`src/hw/rtl/rtpfp_pkg.sv`:
```
// Package for the RTP H.264 fragment packetizer.
// Holds header constants, register indexes and the header field struct.
// No dependencies.
package rtpfp_pkg;

    localparam int LEN_W      = 24;
    localparam int MAXP_W     = 11;
    localparam int PT_W       = 7;
    localparam int SEQ_W      = 16;
    localparam int TS_W       = 32;
    localparam int SSRC_W     = 32;
    localparam int CFG_IDX_W  = 2;
    localparam int CFG_DATA_W = 32;
    localparam int HDR_IDX_W  = 4;

    localparam logic [HDR_IDX_W-1:0] HDR_LEN = 4'd14;

    localparam logic [7:0]  RTP_VER_BYTE = 8'h80;
    localparam logic [15:0] FRAG_FIRST   = 16'h1c89;
    localparam logic [15:0] FRAG_MID     = 16'h1c09;
    localparam logic [15:0] FRAG_LAST    = 16'h1c49;

    localparam logic [CFG_IDX_W-1:0] CFG_SSRC = 2'd0;
    localparam logic [CFG_IDX_W-1:0] CFG_PT   = 2'd1;
    localparam logic [CFG_IDX_W-1:0] CFG_MAXP = 2'd2;

    localparam logic [SSRC_W-1:0] SSRC_RST = 32'd3334;
    localparam logic [PT_W-1:0]   PT_RST   = 7'd96;
    localparam logic [MAXP_W-1:0] MAXP_RST = 11'd1400;

    // byte positions within the 14-byte header
    localparam logic [HDR_IDX_W-1:0] H_VER   = 4'd0;
    localparam logic [HDR_IDX_W-1:0] H_MPT   = 4'd1;
    localparam logic [HDR_IDX_W-1:0] H_SEQ1  = 4'd2;
    localparam logic [HDR_IDX_W-1:0] H_SEQ0  = 4'd3;
    localparam logic [HDR_IDX_W-1:0] H_TS3   = 4'd4;
    localparam logic [HDR_IDX_W-1:0] H_TS2   = 4'd5;
    localparam logic [HDR_IDX_W-1:0] H_TS1   = 4'd6;
    localparam logic [HDR_IDX_W-1:0] H_TS0   = 4'd7;
    localparam logic [HDR_IDX_W-1:0] H_SS3   = 4'd8;
    localparam logic [HDR_IDX_W-1:0] H_SS2   = 4'd9;
    localparam logic [HDR_IDX_W-1:0] H_SS1   = 4'd10;
    localparam logic [HDR_IDX_W-1:0] H_SS0   = 4'd11;
    localparam logic [HDR_IDX_W-1:0] H_FRAG1 = 4'd12;
    localparam logic [HDR_IDX_W-1:0] H_FRAG0 = 4'd13;

    typedef struct packed {
        logic              marker;
        logic [PT_W-1:0]   pt;
        logic [SEQ_W-1:0]  seq;
        logic [TS_W-1:0]   ts;
        logic [SSRC_W-1:0] ssrc;
        logic [15:0]       frag;
    } t_hdr;

endpackage

```
`src/hw/rtl/rtpfp_if.sv`:
```
// Stream interfaces for the packetizer: frame bytes in, packet bytes out.
// Depends on rtpfp_pkg for field widths.
interface rtpfp_in_if;
    logic                          valid;
    logic                          ready;
    logic [7:0]                    data_byte;
    logic [rtpfp_pkg::LEN_W-1:0]   frame_length;
    logic [rtpfp_pkg::TS_W-1:0]    frame_time;

    modport source (output valid, output data_byte, output frame_length,
                    output frame_time, input ready);
    modport sink   (input valid, input data_byte, input frame_length,
                    input frame_time, output ready);
endinterface

interface rtpfp_out_if;
    logic       valid;
    logic       ready;
    logic [7:0] out_byte;
    logic       packet_start;
    logic       packet_end;
    logic       run_end;

    modport source (output valid, output out_byte, output packet_start,
                    output packet_end, output run_end, input ready);
    modport sink   (input valid, input out_byte, input packet_start,
                    input packet_end, input run_end, output ready);
endinterface

```
`src/hw/rtl/rtpfp_hdr_mux.sv`:
```
// Header byte selector: picks one of the 14 RTP and fragment header bytes.
// Depends on rtpfp_pkg.
module rtpfp_hdr_mux (
    input  rtpfp_pkg::t_hdr                     i_hdr,
    input  logic [rtpfp_pkg::HDR_IDX_W-1:0]     i_idx,
    output logic [7:0]                          o_byte
);

    always_comb begin
        case (i_idx)
            rtpfp_pkg::H_VER:   o_byte = rtpfp_pkg::RTP_VER_BYTE;
            rtpfp_pkg::H_MPT:   o_byte = {i_hdr.marker, i_hdr.pt};
            rtpfp_pkg::H_SEQ1:  o_byte = i_hdr.seq[15:8];
            rtpfp_pkg::H_SEQ0:  o_byte = i_hdr.seq[7:0];
            rtpfp_pkg::H_TS3:   o_byte = i_hdr.ts[31:24];
            rtpfp_pkg::H_TS2:   o_byte = i_hdr.ts[23:16];
            rtpfp_pkg::H_TS1:   o_byte = i_hdr.ts[15:8];
            rtpfp_pkg::H_TS0:   o_byte = i_hdr.ts[7:0];
            rtpfp_pkg::H_SS3:   o_byte = i_hdr.ssrc[31:24];
            rtpfp_pkg::H_SS2:   o_byte = i_hdr.ssrc[23:16];
            rtpfp_pkg::H_SS1:   o_byte = i_hdr.ssrc[15:8];
            rtpfp_pkg::H_SS0:   o_byte = i_hdr.ssrc[7:0];
            rtpfp_pkg::H_FRAG1: o_byte = i_hdr.frag[15:8];
            rtpfp_pkg::H_FRAG0: o_byte = i_hdr.frag[7:0];
            default:            o_byte = 8'h00;
        endcase
    end

endmodule

```
`src/hw/rtl/rtp_h264_fragment_packetizer.sv`:
```
// Top level of the RTP H.264 fragment packetizer.
// Depends on rtpfp_pkg, rtpfp_if (stream interfaces) and rtpfp_hdr_mux.
//
// Usage:
//   i_in carries frame bytes with the frame length and RTP timestamp; o_out
//   carries the packet stream, one byte per transfer, flagged with
//   packet_start (first RTP header byte), packet_end (last payload byte)
//   and run_end (last byte caused by one input byte).
//   Configuration (SSRC, payload type, max payload) is written through
//   i_cfg_we / i_cfg_idx / i_cfg_data while the block is idle.
//   An accepted byte is decided at once (packet open, last packet, frame
//   end) and parked in a job register; the job then emits one byte per
//   cycle into the output register while that register can take it: 15
//   bytes when a packet opens (12 RTP header, 2 fragment header, payload),
//   otherwise the payload byte alone. Inside a packet one input byte is
//   taken per cycle while the output does not stall; an opening byte holds
//   the job for its 15 bytes, set by the single output byte lane. A new
//   input is taken in the cycle the job hands over its last byte.
//   Reset clears the frame offset, packet fill and sequence number and
//   restores the register defaults; no output is pending afterwards.
//   When the receiver stalls, the output register holds its byte and the
//   job and input sides stall behind it; nothing is dropped.
module rtp_h264_fragment_packetizer (
    input  logic                                 i_clk,
    input  logic                                 i_rst_n,
    rtpfp_in_if.sink                             i_in,
    rtpfp_out_if.source                          o_out,
    input  logic                                 i_cfg_we,
    input  logic [rtpfp_pkg::CFG_IDX_W-1:0]      i_cfg_idx,
    input  logic [rtpfp_pkg::CFG_DATA_W-1:0]     i_cfg_data
);

    localparam int LW = rtpfp_pkg::LEN_W;
    localparam int MW = rtpfp_pkg::MAXP_W;

    // configuration
    logic [rtpfp_pkg::SSRC_W-1:0] r_ssrc;
    logic [rtpfp_pkg::PT_W-1:0]   r_pt;
    logic [MW-1:0]                r_maxp;

    // running state
    logic [LW-1:0]                r_off,  n_off;
    logic [MW-1:0]                r_fill, n_fill;
    logic [rtpfp_pkg::SEQ_W-1:0]  r_seq,  n_seq;

    // job register
    logic                         r_jv, n_jv;
    logic                         r_jhdr;
    logic [rtpfp_pkg::HDR_IDX_W-1:0] r_idx, n_idx;
    logic [7:0]                   r_jbyte;
    logic                         r_jend;
    rtpfp_pkg::t_hdr              r_hdr;

    // output register
    logic                         r_ov, n_ov;
    logic [7:0]                   r_obyte;
    logic                         r_ostart, r_oend, r_orun;

    logic [MW-1:0]  mp;
    logic           pkt_open, last_pkt, frame_done, pkt_done;
    logic           in_xfer, emit, job_done, emit_hdr;
    logic [7:0]     hdr_byte;
    logic [15:0]    frag;
    logic           marker;
    rtpfp_pkg::t_hdr hdr_in;

    always_ff @(posedge i_clk) begin
        if (!i_rst_n) begin
            r_ssrc <= rtpfp_pkg::SSRC_RST;
            r_pt   <= rtpfp_pkg::PT_RST;
            r_maxp <= rtpfp_pkg::MAXP_RST;
        end else if (i_cfg_we) begin
            case (i_cfg_idx)
                rtpfp_pkg::CFG_SSRC: r_ssrc <= i_cfg_data;
                rtpfp_pkg::CFG_PT:   r_pt   <= i_cfg_data[rtpfp_pkg::PT_W-1:0];
                rtpfp_pkg::CFG_MAXP: r_maxp <= i_cfg_data[MW-1:0];
                default: ;
            endcase
        end
    end

    // packet decision for the incoming byte
    always_comb begin
        mp         = (r_maxp == '0) ? MW'(1) : r_maxp;
        pkt_open   = (r_fill == '0);
        last_pkt   = ({1'b0, r_off} + {{(LW + 1 - MW){1'b0}}, mp})
                     >= {1'b0, i_in.frame_length};
        frame_done = ({1'b0, r_off} + (LW + 1)'(1)) >= {1'b0, i_in.frame_length};
        pkt_done   = frame_done || (({1'b0, r_fill} + (MW + 1)'(1)) >= {1'b0, mp});
        if (last_pkt) begin
            frag   = rtpfp_pkg::FRAG_LAST;
            marker = 1'b1;
        end else if (r_off == '0) begin
            frag   = rtpfp_pkg::FRAG_FIRST;
            marker = 1'b1;
        end else begin
            frag   = rtpfp_pkg::FRAG_MID;
            marker = 1'b0;
        end
        hdr_in.marker = marker;
        hdr_in.pt     = r_pt;
        hdr_in.seq    = r_seq;
        hdr_in.ts     = i_in.frame_time;
        hdr_in.ssrc   = r_ssrc;
        hdr_in.frag   = frag;
    end

    // job sequencing
    always_comb begin
        emit     = r_jv && (!r_ov || o_out.ready);
        emit_hdr = r_jhdr && (r_idx != rtpfp_pkg::HDR_LEN);
        job_done = emit && !emit_hdr;
        i_in.ready = !r_jv || job_done;
        in_xfer  = i_in.valid && i_in.ready;

        n_off  = r_off;
        n_fill = r_fill;
        n_seq  = r_seq;
        if (in_xfer) begin
            n_off  = frame_done ? '0 : r_off + LW'(1);
            n_fill = pkt_done ? '0 : r_fill + MW'(1);
            if (pkt_open) begin
                n_seq = r_seq + rtpfp_pkg::SEQ_W'(1);
            end
        end

        n_jv  = in_xfer ? 1'b1 : (job_done ? 1'b0 : r_jv);
        n_idx = r_idx;
        if (in_xfer) begin
            n_idx = '0;
        end else if (emit && emit_hdr) begin
            n_idx = r_idx + rtpfp_pkg::HDR_IDX_W'(1);
        end

        n_ov = emit ? 1'b1 : (o_out.ready ? 1'b0 : r_ov);
    end

    rtpfp_hdr_mux u_hdr_mux (
        .i_hdr  (r_hdr),
        .i_idx  (r_idx),
        .o_byte (hdr_byte)
    );

    always_ff @(posedge i_clk) begin
        if (!i_rst_n) begin
            r_off  <= '0;
            r_fill <= '0;
            r_seq  <= '0;
            r_jv   <= 1'b0;
            r_ov   <= 1'b0;
            r_idx  <= '0;
        end else begin
            r_off  <= n_off;
            r_fill <= n_fill;
            r_seq  <= n_seq;
            r_jv   <= n_jv;
            r_ov   <= n_ov;
            r_idx  <= n_idx;
        end
    end

    always_ff @(posedge i_clk) begin
        if (in_xfer) begin
            r_jhdr  <= pkt_open;
            r_jbyte <= i_in.data_byte;
            r_jend  <= pkt_done;
            r_hdr   <= hdr_in;
        end
        if (emit) begin
            if (emit_hdr) begin
                r_obyte  <= hdr_byte;
                r_ostart <= (r_idx == rtpfp_pkg::H_VER);
                r_oend   <= 1'b0;
                r_orun   <= 1'b0;
            end else begin
                r_obyte  <= r_jbyte;
                r_ostart <= 1'b0;
                r_oend   <= r_jend;
                r_orun   <= 1'b1;
            end
        end
    end

    assign o_out.valid        = r_ov;
    assign o_out.out_byte     = r_obyte;
    assign o_out.packet_start = r_ostart;
    assign o_out.packet_end   = r_oend;
    assign o_out.run_end      = r_orun;

endmodule

```
`src/flat_wrapper.sv`:
```
// flat-port wrapper written by rule: the top's interface ports become plain ports
module rtp_h264_fragment_packetizer_flat 
  (i_clk, i_rst_n, i_cfg_we, i_cfg_idx, i_cfg_data, i_in_valid, i_in_data_byte, i_in_frame_length, i_in_frame_time, i_in_ready, o_out_valid, o_out_out_byte, o_out_packet_start, o_out_packet_end, o_out_run_end, o_out_ready);
  rtpfp_in_if i_in_i ();
  rtpfp_out_if o_out_i ();
  input  logic i_clk;
  input  logic i_rst_n;
  input  logic i_cfg_we;
  input  logic [rtpfp_pkg::CFG_IDX_W-1:0] i_cfg_idx;
  input  logic [rtpfp_pkg::CFG_DATA_W-1:0] i_cfg_data;
  input wire logic [$bits(i_in_i.valid)-1:0] i_in_valid;
  input wire logic [$bits(i_in_i.data_byte)-1:0] i_in_data_byte;
  input wire logic [$bits(i_in_i.frame_length)-1:0] i_in_frame_length;
  input wire logic [$bits(i_in_i.frame_time)-1:0] i_in_frame_time;
  output wire logic [$bits(i_in_i.ready)-1:0] i_in_ready;
  output wire logic [$bits(o_out_i.valid)-1:0] o_out_valid;
  output wire logic [$bits(o_out_i.out_byte)-1:0] o_out_out_byte;
  output wire logic [$bits(o_out_i.packet_start)-1:0] o_out_packet_start;
  output wire logic [$bits(o_out_i.packet_end)-1:0] o_out_packet_end;
  output wire logic [$bits(o_out_i.run_end)-1:0] o_out_run_end;
  input wire logic [$bits(o_out_i.ready)-1:0] o_out_ready;
  assign i_in_i.valid = i_in_valid;
  assign i_in_i.data_byte = i_in_data_byte;
  assign i_in_i.frame_length = i_in_frame_length;
  assign i_in_i.frame_time = i_in_frame_time;
  assign i_in_ready = i_in_i.ready;
  assign o_out_valid = o_out_i.valid;
  assign o_out_out_byte = o_out_i.out_byte;
  assign o_out_packet_start = o_out_i.packet_start;
  assign o_out_packet_end = o_out_i.packet_end;
  assign o_out_run_end = o_out_i.run_end;
  assign o_out_i.ready = o_out_ready;
  rtp_h264_fragment_packetizer u_core (.i_clk(i_clk), .i_rst_n(i_rst_n), .i_in(i_in_i), .o_out(o_out_i), .i_cfg_we(i_cfg_we), .i_cfg_idx(i_cfg_idx), .i_cfg_data(i_cfg_data));
endmodule
```
`config.mk`:
```
export PLATFORM = sky130hd
export DESIGN_NAME = rtp_h264_fragment_packetizer_flat
export DESIGN_NICKNAME = d
export VERILOG_FILES = /design/src/hw/rtl/rtpfp_pkg.sv /design/src/hw/rtl/rtpfp_if.sv /design/src/hw/rtl/rtpfp_hdr_mux.sv /design/src/hw/rtl/rtp_h264_fragment_packetizer.sv /design/src/flat_wrapper.sv
export SDC_FILE = /design/constraint.sdc
export NUM_CORES = 1
export LEC_CHECK = 0
export BUFFER_PORTS_ARGS = -buffer_cell sky130_fd_sc_hd__buf_4
export CORE_MARGIN = 3
export CORE_UTILIZATION = 30
export CTS_CLUSTER_SIZE = 24
export DETAILED_ROUTE_END_ITERATION = 6
export PLACE_DENSITY_LB_ADDON = 0.2
export SYNTH_ARGS = -nofsm -noshare
export SYNTH_HDL_FRONTEND = slang
export SYNTH_HIERARCHICAL = 1
export SYNTH_SLANG_ARGS = --single-unit
export TNS_END_PERCENT = 10
```
`constraint.sdc`:
```
create_clock -name i_clk -period 9.3 [get_ports i_clk]
set_clock_uncertainty 0.15 [all_clocks]
set_input_delay 0.465 -clock i_clk [delete_from_list [all_inputs] [get_ports i_clk]]
set_output_delay 0.465 -clock i_clk [all_outputs]
set_load 0.03 [all_outputs]
```
==> results.cfg <==
[outcome]
status = finished, final reports clean

[floorplan]
ios = 116
die_x_um = 202
initial_core_util = 0.306
die_h_um = 202
rows = 71
die_area_sq_mm = 0.0409
core-area_sq_mm = 0.0378

[drt]
wl_met1_um = 15500
wl_met3_um = 1330
wl_um = 32000
drt-initial-drc-count = 577
dr.pass1.iters = 5
vias_per_cell = 4.86
dr_wl_met2_um = 14700
vias = 8806
maxUsedRoutingLayer = met4
wire_per_inst_um = 17.6
antenna_left = 0
route.detailed.drc = 0

[setup_path]
ff2ff_path_depth = 22
path_delay_family = compound AO/OA/AOI/OAI gates
critPathMaxStageDelay_ns = 0.41
r2r_end = u_core/r_hdr[103]$_SDFFCE_PP1P_
slowest_stage = or4_1
cp-end-kind = register
arrival_ns = 5.06
worstSetupPathType = register to register
path_cells = nor4_1, a41o_1, ha_1, inv_1, fa_1, nor2b_4, o31a_1, o31a_1, or4_1, a31o_2, a21o_4, nand2_1, xnor2_1, ha_1, a21o_1, a21oi_1, o21ai_1, a21oi_1, nor2b_1, a211o_1, a221oi_1, nand3_1
start_kind = register
r2r_slack_ns = 4.33
r2r-start = u_core/r_maxp[7]$_SDFFE_PN0P_
cp_max_fo = 7
critPathLaunch = u_core/r_maxp[7]$_SDFFE_PN0P_
path_buf_inv = 1
crit_end = u_core/r_hdr[103]$_SDFFCE_PP1P_
cp.required_ns = 9.40
crit_cells = 22

[yosys]
synth-edff-count = 111
synthSimpleGateAreaFrac = 0.174
synth_cell_types = 76
synth-async-reset-ratio = 0
yosys_warnings = 6
ys_seq_area_frac = 0.473
synth-compound-area-share = 0.139
synth_xor_area_frac = 0.0485
synth_area_sq_mm = 0.0116
ys.flop_type = edfxtp_1
postSynthRegisterBits = 218
synthAdderAreaFrac = 0.0861
muxShareOfSynthArea = 0.0353
synth_top_family_by_area = simple AND/OR/NAND/NOR gates
netlist_instances = 1146
syn_avg_cell_area_sq_um = 10.1

[finish]
fillers = 3855
drive_gt1_frac = 0.154
areaGrowthSynthToFinish_pct = 22.3
fin_nets = 1464
stdcell_count = 1813
layout_common_cells = 151 x nand2_1, 122 x buf_4, 111 x edfxtp_1
antennaDiodeCount = 0
finalCoreUtilization = 0.374
final_common_cell = nand2_1

[power_and_ir_drop]
internal-power_uw = 1750
p_switching_uw = 531
pwr-share-seq = 0.472
p_total_uw = 2290
vdd_drop_max_mv = 0.109
p_sw_frac = 0.232
p_per_area_mw_per_mm2 = 162
comb_power_share = 0.092
power_leakage_uw = 0.00567
clkPwrFrac = 0.436

[grt]
grt_pass1_vias = 8641
grtUsageTotal = 0.153
antenna_found_initial = 1
grt_pass1_wl_um = 50300
grt_max_degree = 96
gr-total-overflow = 0

[timing]
period_needed_ns = 4.97
finalHoldViolCount = 0
clock.fmax_mhz = 201
grt_setup_unrepaired = false
max_slew.worst_pin.slew_ns = 0.936
max_slew_margin = 0.376
finalCritPeriodShare = 0.534
setup_violations = 0
fin_tns_setup_ns = 0
slew_viol_final = 0

[place]
gp_congestion = 0.867
portBuffers = 115
dp_hpwl_um = 23000
dpl.cell_count = 1724

[clock_network]
cts_setup_buffers = 0
cts-htree-levels = 1
root_buffer = clkbuf_16
cts_buffers = 26
cts_buffer_depth = 3
insertion_delay_ns = 0.54
cts_tree = built
cts_num_sinks = 218
cts_resized = 0
clk_pin_slew_worst_paths_ns = 0.06

[hold_path]
hold_path_class = primary input to register

[flow_run]
drv_cap = 0
cells in the mapped netlist (4+ instances only):
cell / number / share of area
nand2_1: 151 / 0.049
edfxtp_1: 111 / 0.29
dfxtp_1: 107 / 0.19
ha_1: 78 / 0.084
inv_1: 53 / 0.017
nor2_1: 46 / 0.015
clkbuf_1: 45 / 0.015
xnor2_1: 43 / 0.033
nand3_1: 42 / 0.018
a21oi_1: 35 / 0.015
a21boi_0: 34 / 0.022
o21ai_0: 34 / 0.015
nor2b_1: 30 / 0.016
xor2_1: 21 / 0.016
a22oi_1: 20 / 0.013
mux2_2: 20 / 0.019
a21boi_1: 18 / 0.012
a22o_1: 18 / 0.014
nand4_1: 18 / 0.0097
and2_1: 17 / 0.0092
buf_2: 17 / 0.0074
mux2i_1: 16 / 0.014
and3_1: 14 / 0.0076
nand2b_1: 12 / 0.0065
nor3_1: 12 / 0.0052
nand3b_1: 9 / 0.0058
nor4_1: 9 / 0.0049
a21o_1: 8 / 0.0052
o211ai_1: 8 / 0.0052
a32oi_1: 6 / 0.0045
or3_1: 6 / 0.0032
o21a_1: 5 / 0.0032
a211o_1: 4 / 0.0030
and4b_1: 4 / 0.0035
nand3_2: 4 / 0.0035
o22ai_1: 4 / 0.0022
or4_1: 4 / 0.0026
what timing repair did:
action,CTS,global route
setup endpoints to repair,0,0
hold buffers,41,0
endpoints found under the hold margin,41,0
logic make-up (layout without fill, tap and decap cells):
logic type      count (synthesis)  count (layout)
mux                            37              37
other cells                     2              14
compound gates                229             229
flops                         218             218
simple gates                  396             396
xor+xnor                       64              64
buf+inv                       121             265
fa+ha+maj                      79              79
power groups by stage:
stage | clock [uW] | combinational (uW) | sequential (uW)
final | 996 | 209 | 1080
after global routing | 1070 | 233 | 1080
after CTS | 1020 | 213 | 1080
after detailed placement | 0 | 197 | 1100
after global placement | 0 | 197 | 1100
after floorplan | 0 | 106 | 1100
how the worst min path moves through the flow:
stage | end | startpoint | cells after the start | slack [ns]
4_1_cts | u_core/r_jv$_SDFFE_PN0P_ | i_in_valid | 2 | 0.004
3_5_place_dp | u_core/r_hdr[99]$_DFFE_PP_ | u_core/r_pt[3]$_SDFFE_PN0P_ | 0 | 0.27
3_3_place_gp | u_core/r_hdr[35]$_DFFE_PP_ | u_core/r_ssrc[19]$_SDFFE_PN0P_ | 0 | 0.26
6_report | u_core/r_jv$_SDFFE_PN0P_ | i_in_valid | 2 | 0.02
2_1_floorplan | u_core/r_hdr[100]$_DFFE_PP_ | u_core/r_pt[4]$_SDFFE_PN0P_ | 0 | 0.26
5_1_grt | u_core/r_jv$_SDFFE_PN0P_ | i_in_valid | 2 | 0.01
flip-flops by register name (all words and copies together) (netlist names):
signal and cells:
u_core/r_pt 7, u_core/r_seq 16, u_core/o_out.valid 1, u_core/o_out.packet_end 1, u_core/r_jv 1, u_core/r_fill 11
u_core/r_ssrc 32, u_core/r_jend 1, u_core/r_off 24, u_core/r_hdr 90, u_core/r_maxp 11, u_core/o_out.run_end 1
u_core/r_jhdr 1, u_core/r_idx 4, u_core/o_out.packet_start 1, u_core/o_out.out_byte 8, u_core/r_jbyte 8
worst reg2reg max path, cell delays in order (launching register included):
cell and delay (ns):
dfxtp_1 0.39, nor4_1 0.09, a41o_1 0.27, ha_1 0.22, inv_1 0.07, fa_1 0.24
nor2b_4 0.05, o31a_1 0.26, o31a_1 0.27, or4_1 0.41, a31o_2 0.27, a21o_4 0.27
nand2_1 0.10, xnor2_1 0.08, ha_1 0.19, a21o_1 0.16, a21oi_1 0.15, o21ai_1 0.08
a21oi_1 0.15, nor2b_1 0.06, a211o_1 0.27, a221oi_1 0.36, nand3_1 0.11
layout make-up:
cell class / instances / area (sq um) / share of cell area
Tap cell: 511 / 639 / 0.0452
Inverter: 54 / 205 / 0.0145
Sequential cell: 218 / 5480 / 0.387
Clock buffer: 41 / 778 / 0.0550
Multi-Input combinational cell: 819 / 5650 / 0.399
Clock inverter: 7 / 71.3 / 0.00504
Timing Repair Buffer: 163 / 1330 / 0.0938
stage by stage:
stage,cell area (sq um),setup WS (ns),hold WS (ns)
after floorplan,11600,4.85,0.258
after global placement,12900,4.46,0.261
after detailed placement,12900,4.32,0.266
after CTS,14100,4.29,0.00360
after global routing,14100,3.93,0.00981
final,14100,4.33,0.0233
routing by layer:
metal / GRT usage / up-vias
met4: 0.0324 / 0
met1: 0.225 / 4186
met5: 0 / -
met2: 0.244 / 215
met3: 0.0187 / 33
li1: - / 4372
Note: power is estimated with default switching activity, not from simulation.
